<file path="src/command_history_ring_store_unit_assert.svh">
// Assertion macros shared by the command history ring store modules.
// Each macro expects clk and rst_n to be visible where it is used.
`ifndef COMMAND_HISTORY_RING_STORE_UNIT_ASSERT_SVH
`define COMMAND_HISTORY_RING_STORE_UNIT_ASSERT_SVH

// Consequent must hold in the same cycle as the antecedent.
`define CHRS_ASSERT_NOW(lbl, ante, cons, msg) \
  lbl: assert property (@(posedge clk) disable iff (!rst_n) (ante) |-> (cons)) \
    else $error(msg);

// Consequent must hold in the cycle after the antecedent.
`define CHRS_ASSERT_NEXT(lbl, ante, cons, msg) \
  lbl: assert property (@(posedge clk) disable iff (!rst_n) (ante) |=> (cons)) \
    else $error(msg);

`endif

</file>
<file path="src/chrs_pkg.sv">
// Package for the command history ring store: opcodes, limits and the
// command and status structs between controller and datapath. No dependencies.
package chrs_pkg;

  localparam int STORE_BYTES_DEF = 64;
  localparam int STAGE_DEPTH     = 64;
  localparam int STAGE_AW        = $clog2(STAGE_DEPTH);
  localparam int CNT_LIMIT       = 32;

  localparam logic [2:0] OP_SAVE  = 3'd0;
  localparam logic [2:0] OP_PREV  = 3'd1;
  localparam logic [2:0] OP_NEXT  = 3'd2;
  localparam logic [2:0] OP_COUNT = 3'd3;
  localparam logic [2:0] OP_GET   = 3'd4;
  localparam logic [2:0] OP_FLUSH = 3'd5;

  typedef enum logic [2:0] {
    EM_NONE = 3'd0,
    EM_ZERO = 3'd1,
    EM_LEN  = 3'd2,
    EM_CNT  = 3'd3,
    EM_CHAR = 3'd4
  } emit_t;

  typedef struct packed {
    logic  accept;
    logic  pos_ld_bp;
    logic  pos_ld_wh;
    logic  wb_init;
    logic  wf_init;
    logic  t_down;
    logic  t_up;
    logic  guard_inc;
    logic  len_inc;
    logic  len_clr;
    logic  back_ok;
    logic  fwd_ok;
    logic  nav_fin;
    logic  dl_init;
    logic  i_inc;
    logic  cm_init;
    logic  same_clr;
    logic  cp_init;
    logic  bp_ld_wh;
    logic  ns_ld_wh;
    logic  hist_wr;
    logic  wr_zero;
    logic  cnt_clr;
    logic  cnt_inc;
    emit_t emit;
  } cmd_t;

  typedef struct packed {
    logic [2:0] op;
    logic       byte_nz;
    logic       t_eq_wh;
    logic       guard_full;
    logic       len_full;
    logic       len_nz;
    logic       deliver_ok;
    logic       osz_zero;
    logic       marks_zero;
    logic       pos_eq_wh;
    logic       turn;
    logic       cnt_at_idx;
    logic       cnt_is_max;
    logic       i_at_last;
    logic       i_eq_len;
    logic       byte_match;
    logic       same;
    logic       commit_ok;
  } st_t;

endpackage

</file>
<file path="src/chrs_datapath.sv">
// Datapath of the command history ring store: byte store, staging memory,
// marks, walk counters and result registers. Depends on chrs_pkg.
`include "command_history_ring_store_unit_assert.svh"
module chrs_datapath #(
  parameter int STORE_BYTES = chrs_pkg::STORE_BYTES_DEF
) (
  input  logic          clk,
  input  logic          rst_n,
  input  chrs_pkg::cmd_t cmd,
  output chrs_pkg::st_t  st,
  input  logic [2:0]    in_op,
  input  logic [7:0]    in_char_in,
  input  logic          in_char_last,
  input  logic [6:0]    in_out_size,
  input  logic [4:0]    in_cmd_index,
  output logic          out_valid,
  output logic [7:0]    out_char_out,
  output logic          out_run_last,
  output logic [5:0]    out_text_length,
  output logic          out_delivered,
  output logic [5:0]    out_entry_count
);
  import chrs_pkg::*;

  localparam int AW = $clog2(STORE_BYTES);
  localparam logic [AW-1:0] LAST_POS = AW'(STORE_BYTES - 1);
  localparam logic [6:0] SB7 = 7'(STORE_BYTES);
  localparam logic [6:0] STAGE_FULL = 7'(STAGE_DEPTH);

  logic [7:0] hist_mem [STORE_BYTES];
  logic [7:0] stage_mem [STAGE_DEPTH];
  logic [STORE_BYTES-1:0] valid_r;

  logic [2:0]    op_r;
  logic [6:0]    osz_r;
  logic [4:0]    idx_r;
  logic [AW-1:0] wh_r, bp_r, ns_r, pos_r, start_r, t_r;
  logic          last_dir_r, end_r, same_r;
  logic [6:0]    sl_r, sl_nxt, len_r, guard_r, i_r;
  logic [5:0]    cnt_r;
  logic [7:0]    hrd_r, srd_r;
  logic          hv_r;
  logic [7:0]    hbyte;
  logic          deliver_ok;
  logic          out_valid_r, out_run_last_r, out_delivered_r;
  logic [7:0]    out_char_r;
  logic [5:0]    out_len_r, out_cnt_r;

  function automatic logic [AW-1:0] step_up(input logic [AW-1:0] p);
    return (p == LAST_POS) ? '0 : AW'(p + AW'(1));
  endfunction

  function automatic logic [AW-1:0] step_down(input logic [AW-1:0] p);
    return (p == '0) ? LAST_POS : AW'(p - AW'(1));
  endfunction

  assign hbyte  = hv_r ? hrd_r : 8'h00;
  assign sl_nxt = (sl_r < STAGE_FULL) ? 7'(sl_r + 7'd1) : STAGE_FULL;
  assign deliver_ok = (len_r != '0) && ((8'({1'b0, len_r}) + 8'd1) < {1'b0, osz_r});

  always_comb begin
    st.op         = op_r;
    st.byte_nz    = (hbyte != 8'h00);
    st.t_eq_wh    = (t_r == wh_r);
    st.guard_full = (guard_r >= SB7);
    st.len_full   = (len_r >= SB7);
    st.len_nz     = (len_r != '0);
    st.deliver_ok = deliver_ok;
    st.osz_zero   = (osz_r == '0);
    st.marks_zero = (wh_r == '0) && (bp_r == '0) && (ns_r == '0);
    st.pos_eq_wh  = (pos_r == wh_r);
    st.turn       = (last_dir_r != (op_r == OP_NEXT)) && !end_r;
    st.cnt_at_idx = (cnt_r[4:0] == idx_r);
    st.cnt_is_max = (cnt_r == 6'(CNT_LIMIT - 1));
    st.i_at_last  = (7'(i_r + 7'd1) == len_r);
    st.i_eq_len   = (i_r == len_r);
    st.byte_match = (hbyte == srd_r);
    st.same       = same_r;
    st.commit_ok  = (len_r != '0) && (len_r < SB7);
  end

  // Marks and valid bits; a flush empties the store by clearing the valid bits.
  always_ff @(posedge clk) begin
    if (!rst_n) begin
      wh_r        <= '0;
      bp_r        <= '0;
      ns_r        <= '0;
      last_dir_r  <= 1'b0;
      end_r       <= 1'b0;
      sl_r        <= '0;
      valid_r     <= '0;
      out_valid_r <= 1'b0;
    end else begin
      out_valid_r <= (cmd.emit != EM_NONE);
      if (cmd.accept) begin
        case (in_op)
          OP_SAVE: begin
            sl_r <= in_char_last ? 7'd0 : sl_nxt;
          end
          OP_FLUSH: begin
            wh_r       <= '0;
            bp_r       <= '0;
            ns_r       <= '0;
            last_dir_r <= 1'b0;
            end_r      <= 1'b0;
            valid_r    <= '0;
          end
          default: ;
        endcase
      end
      if (cmd.bp_ld_wh) bp_r <= wh_r;
      if (cmd.ns_ld_wh) ns_r <= wh_r;
      if (cmd.hist_wr) begin
        valid_r[wh_r] <= 1'b1;
        wh_r          <= step_up(wh_r);
        if (cmd.wr_zero) bp_r <= step_up(wh_r);
      end
      if (cmd.nav_fin) begin
        bp_r       <= pos_r;
        last_dir_r <= (op_r == OP_NEXT);
        end_r      <= !deliver_ok;
      end
    end
  end

  always_ff @(posedge clk) begin
    if (cmd.hist_wr) hist_mem[wh_r] <= cmd.wr_zero ? 8'h00 : srd_r;
    hrd_r <= hist_mem[t_r];
  end

  always_ff @(posedge clk) begin
    if (cmd.accept && (in_op == OP_SAVE) && (sl_r < STAGE_FULL)) begin
      stage_mem[sl_r[STAGE_AW-1:0]] <= in_char_in;
    end
    srd_r <= stage_mem[i_r[STAGE_AW-1:0]];
  end

  // Working registers of the walks, the compare and copy loops and delivery.
  always_ff @(posedge clk) begin
    hv_r <= valid_r[t_r];
    if (cmd.accept) begin
      op_r  <= in_op;
      osz_r <= in_out_size;
      idx_r <= in_cmd_index;
      if ((in_op == OP_SAVE) && in_char_last) len_r <= sl_nxt;
    end
    if (cmd.pos_ld_bp) pos_r <= bp_r;
    if (cmd.pos_ld_wh) pos_r <= wh_r;
    if (cmd.wb_init) begin
      t_r     <= step_down(pos_r);
      guard_r <= '0;
      len_r   <= '0;
    end
    if (cmd.wf_init) begin
      t_r     <= pos_r;
      start_r <= pos_r;
      len_r   <= '0;
    end
    if (cmd.t_down)    t_r     <= step_down(t_r);
    if (cmd.t_up)      t_r     <= step_up(t_r);
    if (cmd.guard_inc) guard_r <= 7'(guard_r + 7'd1);
    if (cmd.len_inc)   len_r   <= 7'(len_r + 7'd1);
    if (cmd.len_clr)   len_r   <= '0;
    if (cmd.back_ok) begin
      pos_r   <= step_up(t_r);
      start_r <= step_up(t_r);
    end
    if (cmd.fwd_ok) pos_r <= step_up(t_r);
    if (cmd.dl_init) begin
      t_r <= start_r;
      i_r <= '0;
    end
    if (cmd.cm_init) begin
      t_r    <= ns_r;
      i_r    <= '0;
      same_r <= 1'b1;
    end
    if (cmd.same_clr) same_r <= 1'b0;
    if (cmd.cp_init)  i_r    <= '0;
    if (cmd.i_inc)    i_r    <= 7'(i_r + 7'd1);
    if (cmd.cnt_clr)  cnt_r  <= '0;
    if (cmd.cnt_inc)  cnt_r  <= 6'(cnt_r + 6'd1);
    case (cmd.emit)
      EM_ZERO: begin
        out_char_r <= 8'h00; out_run_last_r <= 1'b1; out_len_r <= '0;
        out_delivered_r <= 1'b0; out_cnt_r <= '0;
      end
      EM_LEN: begin
        out_char_r <= 8'h00; out_run_last_r <= 1'b1; out_len_r <= len_r[5:0];
        out_delivered_r <= 1'b0; out_cnt_r <= '0;
      end
      EM_CNT: begin
        out_char_r <= 8'h00; out_run_last_r <= 1'b1; out_len_r <= '0;
        out_delivered_r <= 1'b0; out_cnt_r <= cnt_r;
      end
      EM_CHAR: begin
        out_char_r <= hbyte; out_run_last_r <= st.i_at_last; out_len_r <= len_r[5:0];
        out_delivered_r <= 1'b1; out_cnt_r <= '0;
      end
      default: ;
    endcase
  end

  assign out_valid       = out_valid_r;
  assign out_char_out    = out_char_r;
  assign out_run_last    = out_run_last_r;
  assign out_text_length = out_len_r;
  assign out_delivered   = out_delivered_r;
  assign out_entry_count = out_cnt_r;

  `CHRS_ASSERT_NEXT(a_flush_marks, cmd.accept && (in_op == OP_FLUSH),
    (wh_r == '0) && (bp_r == '0) && (ns_r == '0), "flush left a mark set")
  `CHRS_ASSERT_NOW(a_text_nonzero, out_valid_r && out_delivered_r,
    out_char_r != 8'h00, "delivered text holds a terminator byte")
  `CHRS_ASSERT_NOW(a_cnt_range, out_valid_r,
    out_cnt_r <= 6'(CNT_LIMIT), "entry count above its limit")

endmodule

</file>
<file path="src/chrs_ctrl.sv">
// Controller of the command history ring store: sequences walks, compare,
// copy and delivery through the datapath. Depends on chrs_pkg.
`include "command_history_ring_store_unit_assert.svh"
module chrs_ctrl (
  input  logic           clk,
  input  logic           rst_n,
  input  logic           start,
  input  logic [2:0]     in_op,
  input  logic           in_char_last,
  input  chrs_pkg::st_t  st,
  output chrs_pkg::cmd_t cmd,
  output logic           busy
);
  import chrs_pkg::*;

  typedef enum logic [19:0] {
    ST_IDLE    = 20'h00001,
    ST_CM_CHK  = 20'h00002,
    ST_CM_A    = 20'h00004,
    ST_CM_B    = 20'h00008,
    ST_CP_A    = 20'h00010,
    ST_CP_B    = 20'h00020,
    ST_OP_NAV  = 20'h00040,
    ST_OP_CNT  = 20'h00080,
    ST_OP_GET  = 20'h00100,
    ST_WSTART  = 20'h00200,
    ST_BZ_A    = 20'h00400,
    ST_BZ_B    = 20'h00800,
    ST_BN_A    = 20'h01000,
    ST_BN_B    = 20'h02000,
    ST_FW_A    = 20'h04000,
    ST_FW_B    = 20'h08000,
    ST_WDONE   = 20'h10000,
    ST_CNT_OUT = 20'h20000,
    ST_DL_A    = 20'h40000,
    ST_DL_B    = 20'h80000
  } state_t;

  state_t state_r, state_nxt;
  logic   second_r, second_nxt;

  always_ff @(posedge clk) begin
    if (!rst_n) begin
      state_r  <= ST_IDLE;
      second_r <= 1'b0;
    end else begin
      state_r  <= state_nxt;
      second_r <= second_nxt;
    end
  end

  assign busy = (state_r != ST_IDLE);

  always_comb begin
    cmd        = '0;
    cmd.emit   = EM_NONE;
    state_nxt  = state_r;
    second_nxt = second_r;
    case (state_r)
      ST_IDLE: begin
        if (start) begin
          cmd.accept = 1'b1;
          case (in_op)
            OP_SAVE:  if (in_char_last) state_nxt = ST_CM_CHK;
            OP_PREV:  state_nxt = ST_OP_NAV;
            OP_NEXT:  state_nxt = ST_OP_NAV;
            OP_COUNT: state_nxt = ST_OP_CNT;
            OP_GET:   state_nxt = ST_OP_GET;
            default:  ;
          endcase
        end
      end
      ST_CM_CHK: begin
        if (st.commit_ok) begin
          cmd.cm_init = 1'b1;
          state_nxt   = ST_CM_A;
        end else begin
          state_nxt = ST_IDLE;
        end
      end
      ST_CM_A: state_nxt = ST_CM_B;
      ST_CM_B: begin
        // After the staged bytes, the stored command must end right there.
        if (st.i_eq_len) begin
          if (st.same && !st.byte_nz) begin
            cmd.bp_ld_wh = 1'b1;
            state_nxt    = ST_IDLE;
          end else begin
            cmd.ns_ld_wh = 1'b1;
            cmd.cp_init  = 1'b1;
            state_nxt    = ST_CP_A;
          end
        end else begin
          if (!st.byte_match) cmd.same_clr = 1'b1;
          cmd.t_up  = 1'b1;
          cmd.i_inc = 1'b1;
          state_nxt = ST_CM_A;
        end
      end
      ST_CP_A: state_nxt = ST_CP_B;
      ST_CP_B: begin
        cmd.hist_wr = 1'b1;
        if (st.i_eq_len) begin
          cmd.wr_zero = 1'b1;
          state_nxt   = ST_IDLE;
        end else begin
          cmd.i_inc = 1'b1;
          state_nxt = ST_CP_A;
        end
      end
      ST_OP_NAV: begin
        if (st.osz_zero || st.marks_zero) begin
          cmd.emit  = EM_ZERO;
          state_nxt = ST_IDLE;
        end else begin
          cmd.pos_ld_bp = 1'b1;
          second_nxt    = st.turn;
          state_nxt     = ST_WSTART;
        end
      end
      ST_OP_CNT: begin
        cmd.pos_ld_wh = 1'b1;
        cmd.cnt_clr   = 1'b1;
        state_nxt     = ST_WSTART;
      end
      ST_OP_GET: begin
        if (st.osz_zero) begin
          cmd.emit  = EM_ZERO;
          state_nxt = ST_IDLE;
        end else begin
          cmd.pos_ld_wh = 1'b1;
          cmd.cnt_clr   = 1'b1;
          state_nxt     = ST_WSTART;
        end
      end
      ST_WSTART: begin
        if (st.op == OP_NEXT) begin
          if (st.pos_eq_wh) begin
            cmd.len_clr = 1'b1;
            state_nxt   = ST_WDONE;
          end else begin
            cmd.wf_init = 1'b1;
            state_nxt   = ST_FW_A;
          end
        end else begin
          cmd.wb_init = 1'b1;
          state_nxt   = ST_BZ_A;
        end
      end
      ST_BZ_A: state_nxt = ST_BZ_B;
      ST_BZ_B: begin
        if (!st.byte_nz) begin
          if (st.t_eq_wh || st.guard_full) begin
            cmd.len_clr = 1'b1;
            state_nxt   = ST_WDONE;
          end else begin
            cmd.t_down    = 1'b1;
            cmd.guard_inc = 1'b1;
            state_nxt     = ST_BZ_A;
          end
        end else begin
          state_nxt = ST_BN_A;
        end
      end
      ST_BN_A: state_nxt = ST_BN_B;
      ST_BN_B: begin
        if (st.byte_nz) begin
          if (st.t_eq_wh || st.len_full) begin
            cmd.len_clr = 1'b1;
            state_nxt   = ST_WDONE;
          end else begin
            cmd.t_down  = 1'b1;
            cmd.len_inc = 1'b1;
            state_nxt   = ST_BN_A;
          end
        end else begin
          cmd.back_ok = 1'b1;
          state_nxt   = ST_WDONE;
        end
      end
      ST_FW_A: state_nxt = ST_FW_B;
      ST_FW_B: begin
        if (st.byte_nz) begin
          if (st.t_eq_wh || st.len_full) begin
            cmd.len_clr = 1'b1;
            state_nxt   = ST_WDONE;
          end else begin
            cmd.t_up    = 1'b1;
            cmd.len_inc = 1'b1;
            state_nxt   = ST_FW_A;
          end
        end else begin
          cmd.fwd_ok = 1'b1;
          state_nxt  = ST_WDONE;
        end
      end
      ST_WDONE: begin
        case (st.op)
          OP_PREV, OP_NEXT: begin
            // A change of direction costs one extra walk in the new direction.
            if (second_r) begin
              second_nxt = 1'b0;
              state_nxt  = ST_WSTART;
            end else begin
              cmd.nav_fin = 1'b1;
              if (st.deliver_ok) begin
                cmd.dl_init = 1'b1;
                state_nxt   = ST_DL_A;
              end else begin
                cmd.emit  = EM_LEN;
                state_nxt = ST_IDLE;
              end
            end
          end
          OP_COUNT: begin
            if (st.len_nz) begin
              cmd.cnt_inc = 1'b1;
              state_nxt   = st.cnt_is_max ? ST_CNT_OUT : ST_WSTART;
            end else begin
              state_nxt = ST_CNT_OUT;
            end
          end
          OP_GET: begin
            if (!st.len_nz) begin
              cmd.emit  = EM_ZERO;
              state_nxt = ST_IDLE;
            end else if (st.cnt_at_idx) begin
              if (st.deliver_ok) begin
                cmd.dl_init = 1'b1;
                state_nxt   = ST_DL_A;
              end else begin
                cmd.emit  = EM_ZERO;
                state_nxt = ST_IDLE;
              end
            end else begin
              cmd.cnt_inc = 1'b1;
              state_nxt   = ST_WSTART;
            end
          end
          default: state_nxt = ST_IDLE;
        endcase
      end
      ST_CNT_OUT: begin
        cmd.emit  = EM_CNT;
        state_nxt = ST_IDLE;
      end
      ST_DL_A: state_nxt = ST_DL_B;
      ST_DL_B: begin
        cmd.emit  = EM_CHAR;
        cmd.t_up  = 1'b1;
        cmd.i_inc = 1'b1;
        state_nxt = st.i_at_last ? ST_IDLE : ST_DL_A;
      end
      default: state_nxt = ST_IDLE;
    endcase
  end

  `CHRS_ASSERT_NEXT(a_dl_end, (state_r == ST_DL_B) && st.i_at_last,
    state_r == ST_IDLE, "delivery did not end after its last character")
  `CHRS_ASSERT_NEXT(a_flush_idle, (state_r == ST_IDLE) && start && (in_op == OP_FLUSH),
    state_r == ST_IDLE, "flush left the controller busy")
  `CHRS_ASSERT_NOW(a_state_onehot, 1'b1, $onehot(state_r),
    "controller state is not one-hot")

endmodule

</file>
<file path="src/command_history_ring_store_unit.sv">
// Top level of the command history ring store: controller plus datapath.
// Depends on chrs_pkg, chrs_ctrl and chrs_datapath.
//
//   Channel   Handshake               Ports
//   input     start high, busy low    in_op, in_char_in, in_char_last,
//                                     in_out_size, in_cmd_index
//   result    out_valid strobe        out_char_out, out_run_last,
//                                     out_text_length, out_delivered,
//                                     out_entry_count
//
// A save of a non-final character never raises busy, nor do flush and unknown ops.
// Every byte visited in the store is read through its single read port with
// registered data; a commit compares and then copies the staged bytes,
// previous/next and get walk the store and then deliver the text when it fits,
// and count walks up to 32 commands. Reset is synchronous and empties the store
// at once. Results come as one-cycle strobes; busy drops in the cycle that
// carries the last result of a transaction.
module command_history_ring_store_unit #(
  parameter int STORE_BYTES = chrs_pkg::STORE_BYTES_DEF
) (
  input  logic       clk,
  input  logic       rst_n,
  input  logic       start,
  output logic       busy,
  input  logic [2:0] in_op,
  input  logic [7:0] in_char_in,
  input  logic       in_char_last,
  input  logic [6:0] in_out_size,
  input  logic [4:0] in_cmd_index,
  output logic       out_valid,
  output logic [7:0] out_char_out,
  output logic       out_run_last,
  output logic [5:0] out_text_length,
  output logic       out_delivered,
  output logic [5:0] out_entry_count
);
  import chrs_pkg::*;

  cmd_t cmd;
  st_t  st;

  chrs_ctrl u_ctrl (
    .clk          (clk),
    .rst_n        (rst_n),
    .start        (start),
    .in_op        (in_op),
    .in_char_last (in_char_last),
    .st           (st),
    .cmd          (cmd),
    .busy         (busy)
  );

  chrs_datapath #(
    .STORE_BYTES (STORE_BYTES)
  ) u_dp (
    .clk             (clk),
    .rst_n           (rst_n),
    .cmd             (cmd),
    .st              (st),
    .in_op           (in_op),
    .in_char_in      (in_char_in),
    .in_char_last    (in_char_last),
    .in_out_size     (in_out_size),
    .in_cmd_index    (in_cmd_index),
    .out_valid       (out_valid),
    .out_char_out    (out_char_out),
    .out_run_last    (out_run_last),
    .out_text_length (out_text_length),
    .out_delivered   (out_delivered),
    .out_entry_count (out_entry_count)
  );

endmodule
</file>
<file path="config.mk">
export PLATFORM = sky130hd
export DESIGN_NAME = command_history_ring_store_unit
export DESIGN_NICKNAME = d
export VERILOG_FILES = /design/src/chrs_pkg.sv /design/src/chrs_datapath.sv /design/src/chrs_ctrl.sv /design/src/command_history_ring_store_unit.sv
export VERILOG_INCLUDE_DIRS = /design/src /design/src/src
export SDC_FILE = /design/constraint.sdc
export NUM_CORES = 2
export LEC_CHECK = 0
export BUFFER_PORTS_ARGS = -buffer_cell sky130_fd_sc_hd__buf_2
export CAP_MARGIN = 20
export CORE_ASPECT_RATIO = 0.7
export CORE_UTILIZATION = 65
export DETAILED_ROUTE_END_ITERATION = 12
export PLACE_DENSITY = 0.86
export SYNTH_ARGS = -nofsm -noshare
export SYNTH_HDL_FRONTEND = slang
export SYNTH_HIERARCHICAL = 1
export SYNTH_SLANG_ARGS = --single-unit
export TNS_END_PERCENT = 10
</file>
<file path="constraint.sdc">
create_clock -name clk -period 12.4 [get_ports clk]
set_clock_uncertainty 0.05 [all_clocks]
set_input_delay 2.48 -clock clk [delete_from_list [all_inputs] [get_ports clk]]
set_output_delay 2.48 -clock clk [all_outputs]
set_load 0.02 [all_outputs]
</file>
======== Word-level counts from Yosys, hierarchy flattened ========
Memory sizes are Yosys's and may differ from the RTL's. A register that Yosys moved wholly into a read port is not among the register bits.
Cells that the tools add are included.
storage, ports and cells
  register bits ........................... 197
  latch bits .............................. 0
  bits in writable memories ............... 1,024
  bits in read-only memories .............. 0
  input port bits ......................... 27
  output and inout port bits .............. 24
  word-level logic and storage cells ...... 310
  memories kept ........................... 2
operators by class
  $add $sub $neg .......................... 10
  multipliers ............................. 0
  divide/modulo/power cells ............... 0
  order comparisons ....................... 8
  equal/unequal tests ..................... 49
  shifts and indexed selects .............. 0
  multiplexer cells ....................... 154
  bitwise operators ....................... 1
  reductions and logical operators ........ 59
memory list
  memory          depth  bits a word  rd ports  clocked after memory_dff  wr ports  line                 text
  u_dp.hist_mem   64     8            1         1                         1         chrs_datapath.sv:30  logic [7:0] hist_mem [STORE_BYTES];
  u_dp.stage_mem  64     8            1         1                         1         chrs_datapath.sv:31  logic [7:0] stage_mem [STAGE_DEPTH];
operators by type and width
  cell                                                    count
  case mux 20 bit (19 select lines)                       1
  two-way mux 64 bit                                      4
  two-way mux 6 bit                                       28
  two-way mux 20 bit                                      7
  two-way mux 19 bit                                      5
  two-way mux 7 bit                                       13
  case mux 20 bit (4 select lines)                        1
  two-way mux 17 bit                                      4
  OR 64 bit                                               1
  case mux 20 bit (3 select lines)                        1
  two-way mux 1 bit                                       54
  zero test 6 bit                                         5
  adder 7 x 1 -> 7 bit (second input constant)            4
  nonzero test 2 bit                                      13
  case mux 6 bit (2 select lines)                         2
  equality test 20 x 1 -> 1 bit (second input constant)   1
  equality test 20 x 10 -> 1 bit (second input constant)  1
  equality test 20 x 11 -> 1 bit (second input constant)  1
  equality test 20 x 12 -> 1 bit (second input constant)  1
  equality test 20 x 13 -> 1 bit (second input constant)  1
  equality test 20 x 14 -> 1 bit (second input constant)  1
  equality test 20 x 15 -> 1 bit (second input constant)  1
  equality test 20 x 16 -> 1 bit (second input constant)  1
  equality test 20 x 17 -> 1 bit (second input constant)  1
  61 further kinds                                        129

======== Logic depth before layout (Yosys ltp) ========
  depth after elaboration ................. 12
  mapped depth ............................ 18
  mapped depth without buffers ............ 15

======== Cells and area by module ========
The synthesis kept the hierarchy.
by module, submodules not included
  module         times used  cells each  area each (sq um)  sequential area each (sq um)
  chrs_datapath  1           2,771       49,068.3           35,343.9
  chrs_ctrl      1           222         1,778.0            420.4

======== Worst setup path before layout ========
OpenSTA, ideal clock, no wires.
  kind .................................... input to register
  start point ............................. in start
  end point ............................... mem u_dp.stage_mem[59][0], enable pin
  setup time .............................. 0.370 ns
  data arrival time ....................... 4.786 ns
  required time ........................... 11.980 ns
  path slack .............................. 7.194 ns
  stages .................................. 8
  path buffers ............................ 1
  path through ............................ inv_1 > nor2_1 > nand2b_1 > or3_1 > clkbuf_1 > nor2_1 > nand4b_1 > nor2_1
RTL lines
  item             line                                   text
  start, declared  command_history_ring_store_unit.sv:23  input logic start,
  end, declared    chrs_datapath.sv:31

==> flow_summary_export.csv <==
group,metric,value,unit
run_status,status,"finished, final reports clean",
die,rows,85,
die,fp.dieH,236.0,um
clock_tree,clock_path_buffers,3,
drt,drc_errors,0,
worst_hold_path,worstHoldPathCells,2,
synthesis,synth_top_family_by_area,"multiplexers",
synthesis,synthDistinctLibCells,90,
drt,drt_iter0_drc,5468,
critical_path,critPathKind,"in -> reg",
sta,slew_violations,0,
pwr,p_switching,0.001687,W
layout,post-route-util,72.19,%
synthesis,synth_adder_area_share,0.4922,%
clock_tree,cts_num_sinks,1237,
synthesis,synthMuxAreaShare,14.16,%
critical_path,slowest_stage,"nor2_1",
clock_tree,clkTransAtPathRegs,0.07,ns
critical_path,arrival,5.67,ns
pwr,internal_power,0.006559,W
drt,ant_nets,0,
pwr,p_seq_share,55.2,%
critical_path,path_max_fanout,17,
critical_path,end_kind,"register",
die,die_area,0.07937,mm2
layout,layout_common_cells,"edfxtp_1 (1099), nor2_1 (283), mux4_2 (280), dfxtp_1 (138), a21oi_1 (113)",
placement,placedCellCount,3953,
flow_run,drv_cap,0,
sta,setup_viol,0,
clock_tree,cts_hold_buf,0,
placement,globalplace.congestion,0.9270,
global_route,grt_pass1_vias,29403,
clock_tree,root_buffer,"clkbuf_16",
drt,drt-wirelength-per-cell,32.29,um
synthesis,synth.avg_cell_area,16.99,um2
critical_path,r2r_cells,10,
die,die_w,336.3,um
synthesis,ys_ff_latch,1237,
global_route,grt_max_degree,129,
sta,min_period,5.407,ns
critical_path,startpoint_type,"input pin",
clock_tree,insertion_delay,0.69,ns
pwr,p_comb_share,2.4,%
pwr,vdd_drop_max,0.1182,mV
sta,fin_ws,6.993,ns
die,initial_core_util,65.94,%
clock_tree,h-tree-depth,3,
layout,final_common_cell,"edfxtp_1",
layout,area_growth_syn_to_layout,9.469,%
synthesis,synth_edf_count,1099,
drt,via_per_inst,7.277,
sta,max_clock_freq,185.0,MHz
sta,rsz0062_at_grt,"no",
sta,final-hold-violation-count,0,
sta,slew_headroom,28.35,%
layout,postLayoutCellArea,0.05566,mm2
layout,nets,3068,
clock_tree,cts-resized-gates,0,
pwr,switching_share,20.46,%
placement,dp_slack,6.614,ns
placement,io_buffer_count,50,
critical_path,path_cells,"buf_2, inv_1, nor2_1, buf_4, nand2b_1, or3_1, nor2_1, nand3_1, nor2_1",
drt,wirelength,134.2,mm
global_route,grt_antenna_before_repair,7,
critical_path,critPathMaxStageDelay,0.85,ns
global_route,grtUsageTotal,34.45,%
critical_path,cpMostUsedCell,"nor2_1",
synthesis,syn_nets,3040,
synthesis,ys_seq_area_share,70.34,%
placement,place_area,0.05198,mm2
synthesis,yosys_most_used_dff,"edfxtp_1",
placement,place_hpwl,77.60,mm
synthesis,yosysWarnings,6,
synthesis,synthArstFlopShare,0,%
clock_tree,tritoncts,"yes",
sta,fin_tns_setup,0,ns
clock_tree,post_cts_buffers,0,
critical_path,crit_required,12.66,ns
pwr,p_clk_share,42.4,%
synthesis,synthCells,2993,
drt,num_vias,30251,
clock_tree,cts_buffers,107,
sta,worst_pin_slew,1.065,ns
worst_hold_path,min_path_type,"reg -> reg",
global_route,overflow,0,
global_route,grt_first_pass_wirelength,197.7,mm
layout,final_cells,4157,
die,io_pins,51,
drt,drt_pre_antenna_iters,6,
synthesis,synth-xor-area-share,1.344,%
sta,post-route-period-util,43.60,%
pwr,leakage,18.08,nW
layout,drive_gt1_share,19.48,%
pwr,power.density,148.2,mW/mm2
synthesis,yosys.area_share.simple,7.316,%
synthesis,syn-cell-area,0.05085,mm2
synthesis,synth_compound_area_share,4.348,%
die,fp.coreArea,0.07711,mm2
## final cells by class
cell class	instances	area (um2)
antenna	2	5.005
clock buffer	143	2968
clock inverter	56	666.9
fill	4199	21440
inverter	36	135.1
multi-input combinational	1540	14130
sequential	1237	35760
tap	1044	1306
timing repair buffer	99	685.7
## cell families after synthesis
family,Yosys count
buf+inv,216
simple gates,728
compound gates,351
fa+ha+maj,20
xor+xnor,78
flops,1237
mux,363
## worst paths after layout
kind,startpoint,end,slack [ns]
worst max-delay path,start,u_dp/stage_mem[25][0],6.99
worst min-delay path,u_dp/same_r,u_dp/same_r,0.42
worst max register to register,u_ctrl/state_r[12],u_dp/stage_mem[25][0],7.30
worst min register to register,u_dp/same_r,u_dp/same_r,0.42
## critical path: cells and delay by family
kind                   cells  cell delay, ns
buffers and inverters      3            0.43
and+or+nand+nor            6            2.75
## cells in the mapped netlist (all sizes together), types with 9 or more instances
cell type	n	area (um2)
nor2b	43	269.0
inv	33	123.9
a21oi	114	574.3
o22ai	15	93.84
xor2	26	227.7
nor2	285	1075
o21a	18	135.1
nand2b	13	81.33
ha	20	250.2
clkbuf	109	409.1
and3	20	125.1
o221ai	14	122.6
a211oi	23	172.7
nor3	44	230.2
nand2	103	391.6
or3	14	103.9
nand3	53	277.8
nor3b	14	125.1
mux2i	69	690.7
mux4	283	6385
nand3b	9	67.56
nor4	23	195.2
o21ai	73	365.4
nand4	14	108.9
o211ai	9	72.57
dfxtp	138	2763
a31oi	14	87.58
edfxtp	1099	33000
a221oi	9	78.83
xnor2	52	455.4
mux2	11	123.9
buf	71	474.2
and2	54	337.8
a22oi	21	157.7
## metrics by stage
stage               hold slack, ns  total power, W
detailed placement          0.4043        0.004827
finish                      0.4182        0.008247
global route                0.4751        0.008420
CTS                         0.4209        0.008245
global placement            0.3966        0.004812
floorplan                   0.3916        0.004741
## flip-flops by register name, indices dropped and copies added (netlist names), 6 cells and up
signal,cells
u_dp/len_r,7
u_dp/t_r,6
u_dp/guard_r,7
u_dp/bp_r,6
u_dp/osz_r,7
u_dp/start_r,6
u_ctrl/state_r,20
u_dp/srd_r,8
u_dp/wh_r,6
u_dp/out_entry_count,6
u_dp/hist_mem,512
u_dp/i_r,7
u_dp/valid_r,64
u_dp/cnt_r,6
u_dp/sl_r,7
u_dp/out_text_length,6
u_dp/pos_r,6
u_dp/out_char_out,8
u_dp/ns_r,6
u_dp/stage_mem,512
u_dp/hrd_r,8
## power by group through the flow
stage	Combinational, W	Clock, W	Sequential (W)
after floorplan	0.000124	0	0.00462
after global placement	0.000173	0	0.00464
after detailed placement	0.000187	0	0.00464
after CTS	0.000189	0.00351	0.00455
after global routing	0.000207	0.00366	0.00455
final	0.000196	0.00350	0.00455
## per-layer routing
metal,wire [um],vias to the layer above,share of wire (%),global-route usage (%)
li1,-,11867,-,-
met1,47490,14980,35,49.77
met2,61100,2951,46,51.22
met3,21020,447,16,10.66
met4,4547,6,3.4,10.13
met5,88,-,0.066,0
No activity file was read; power rests on OpenSTA's default activity.
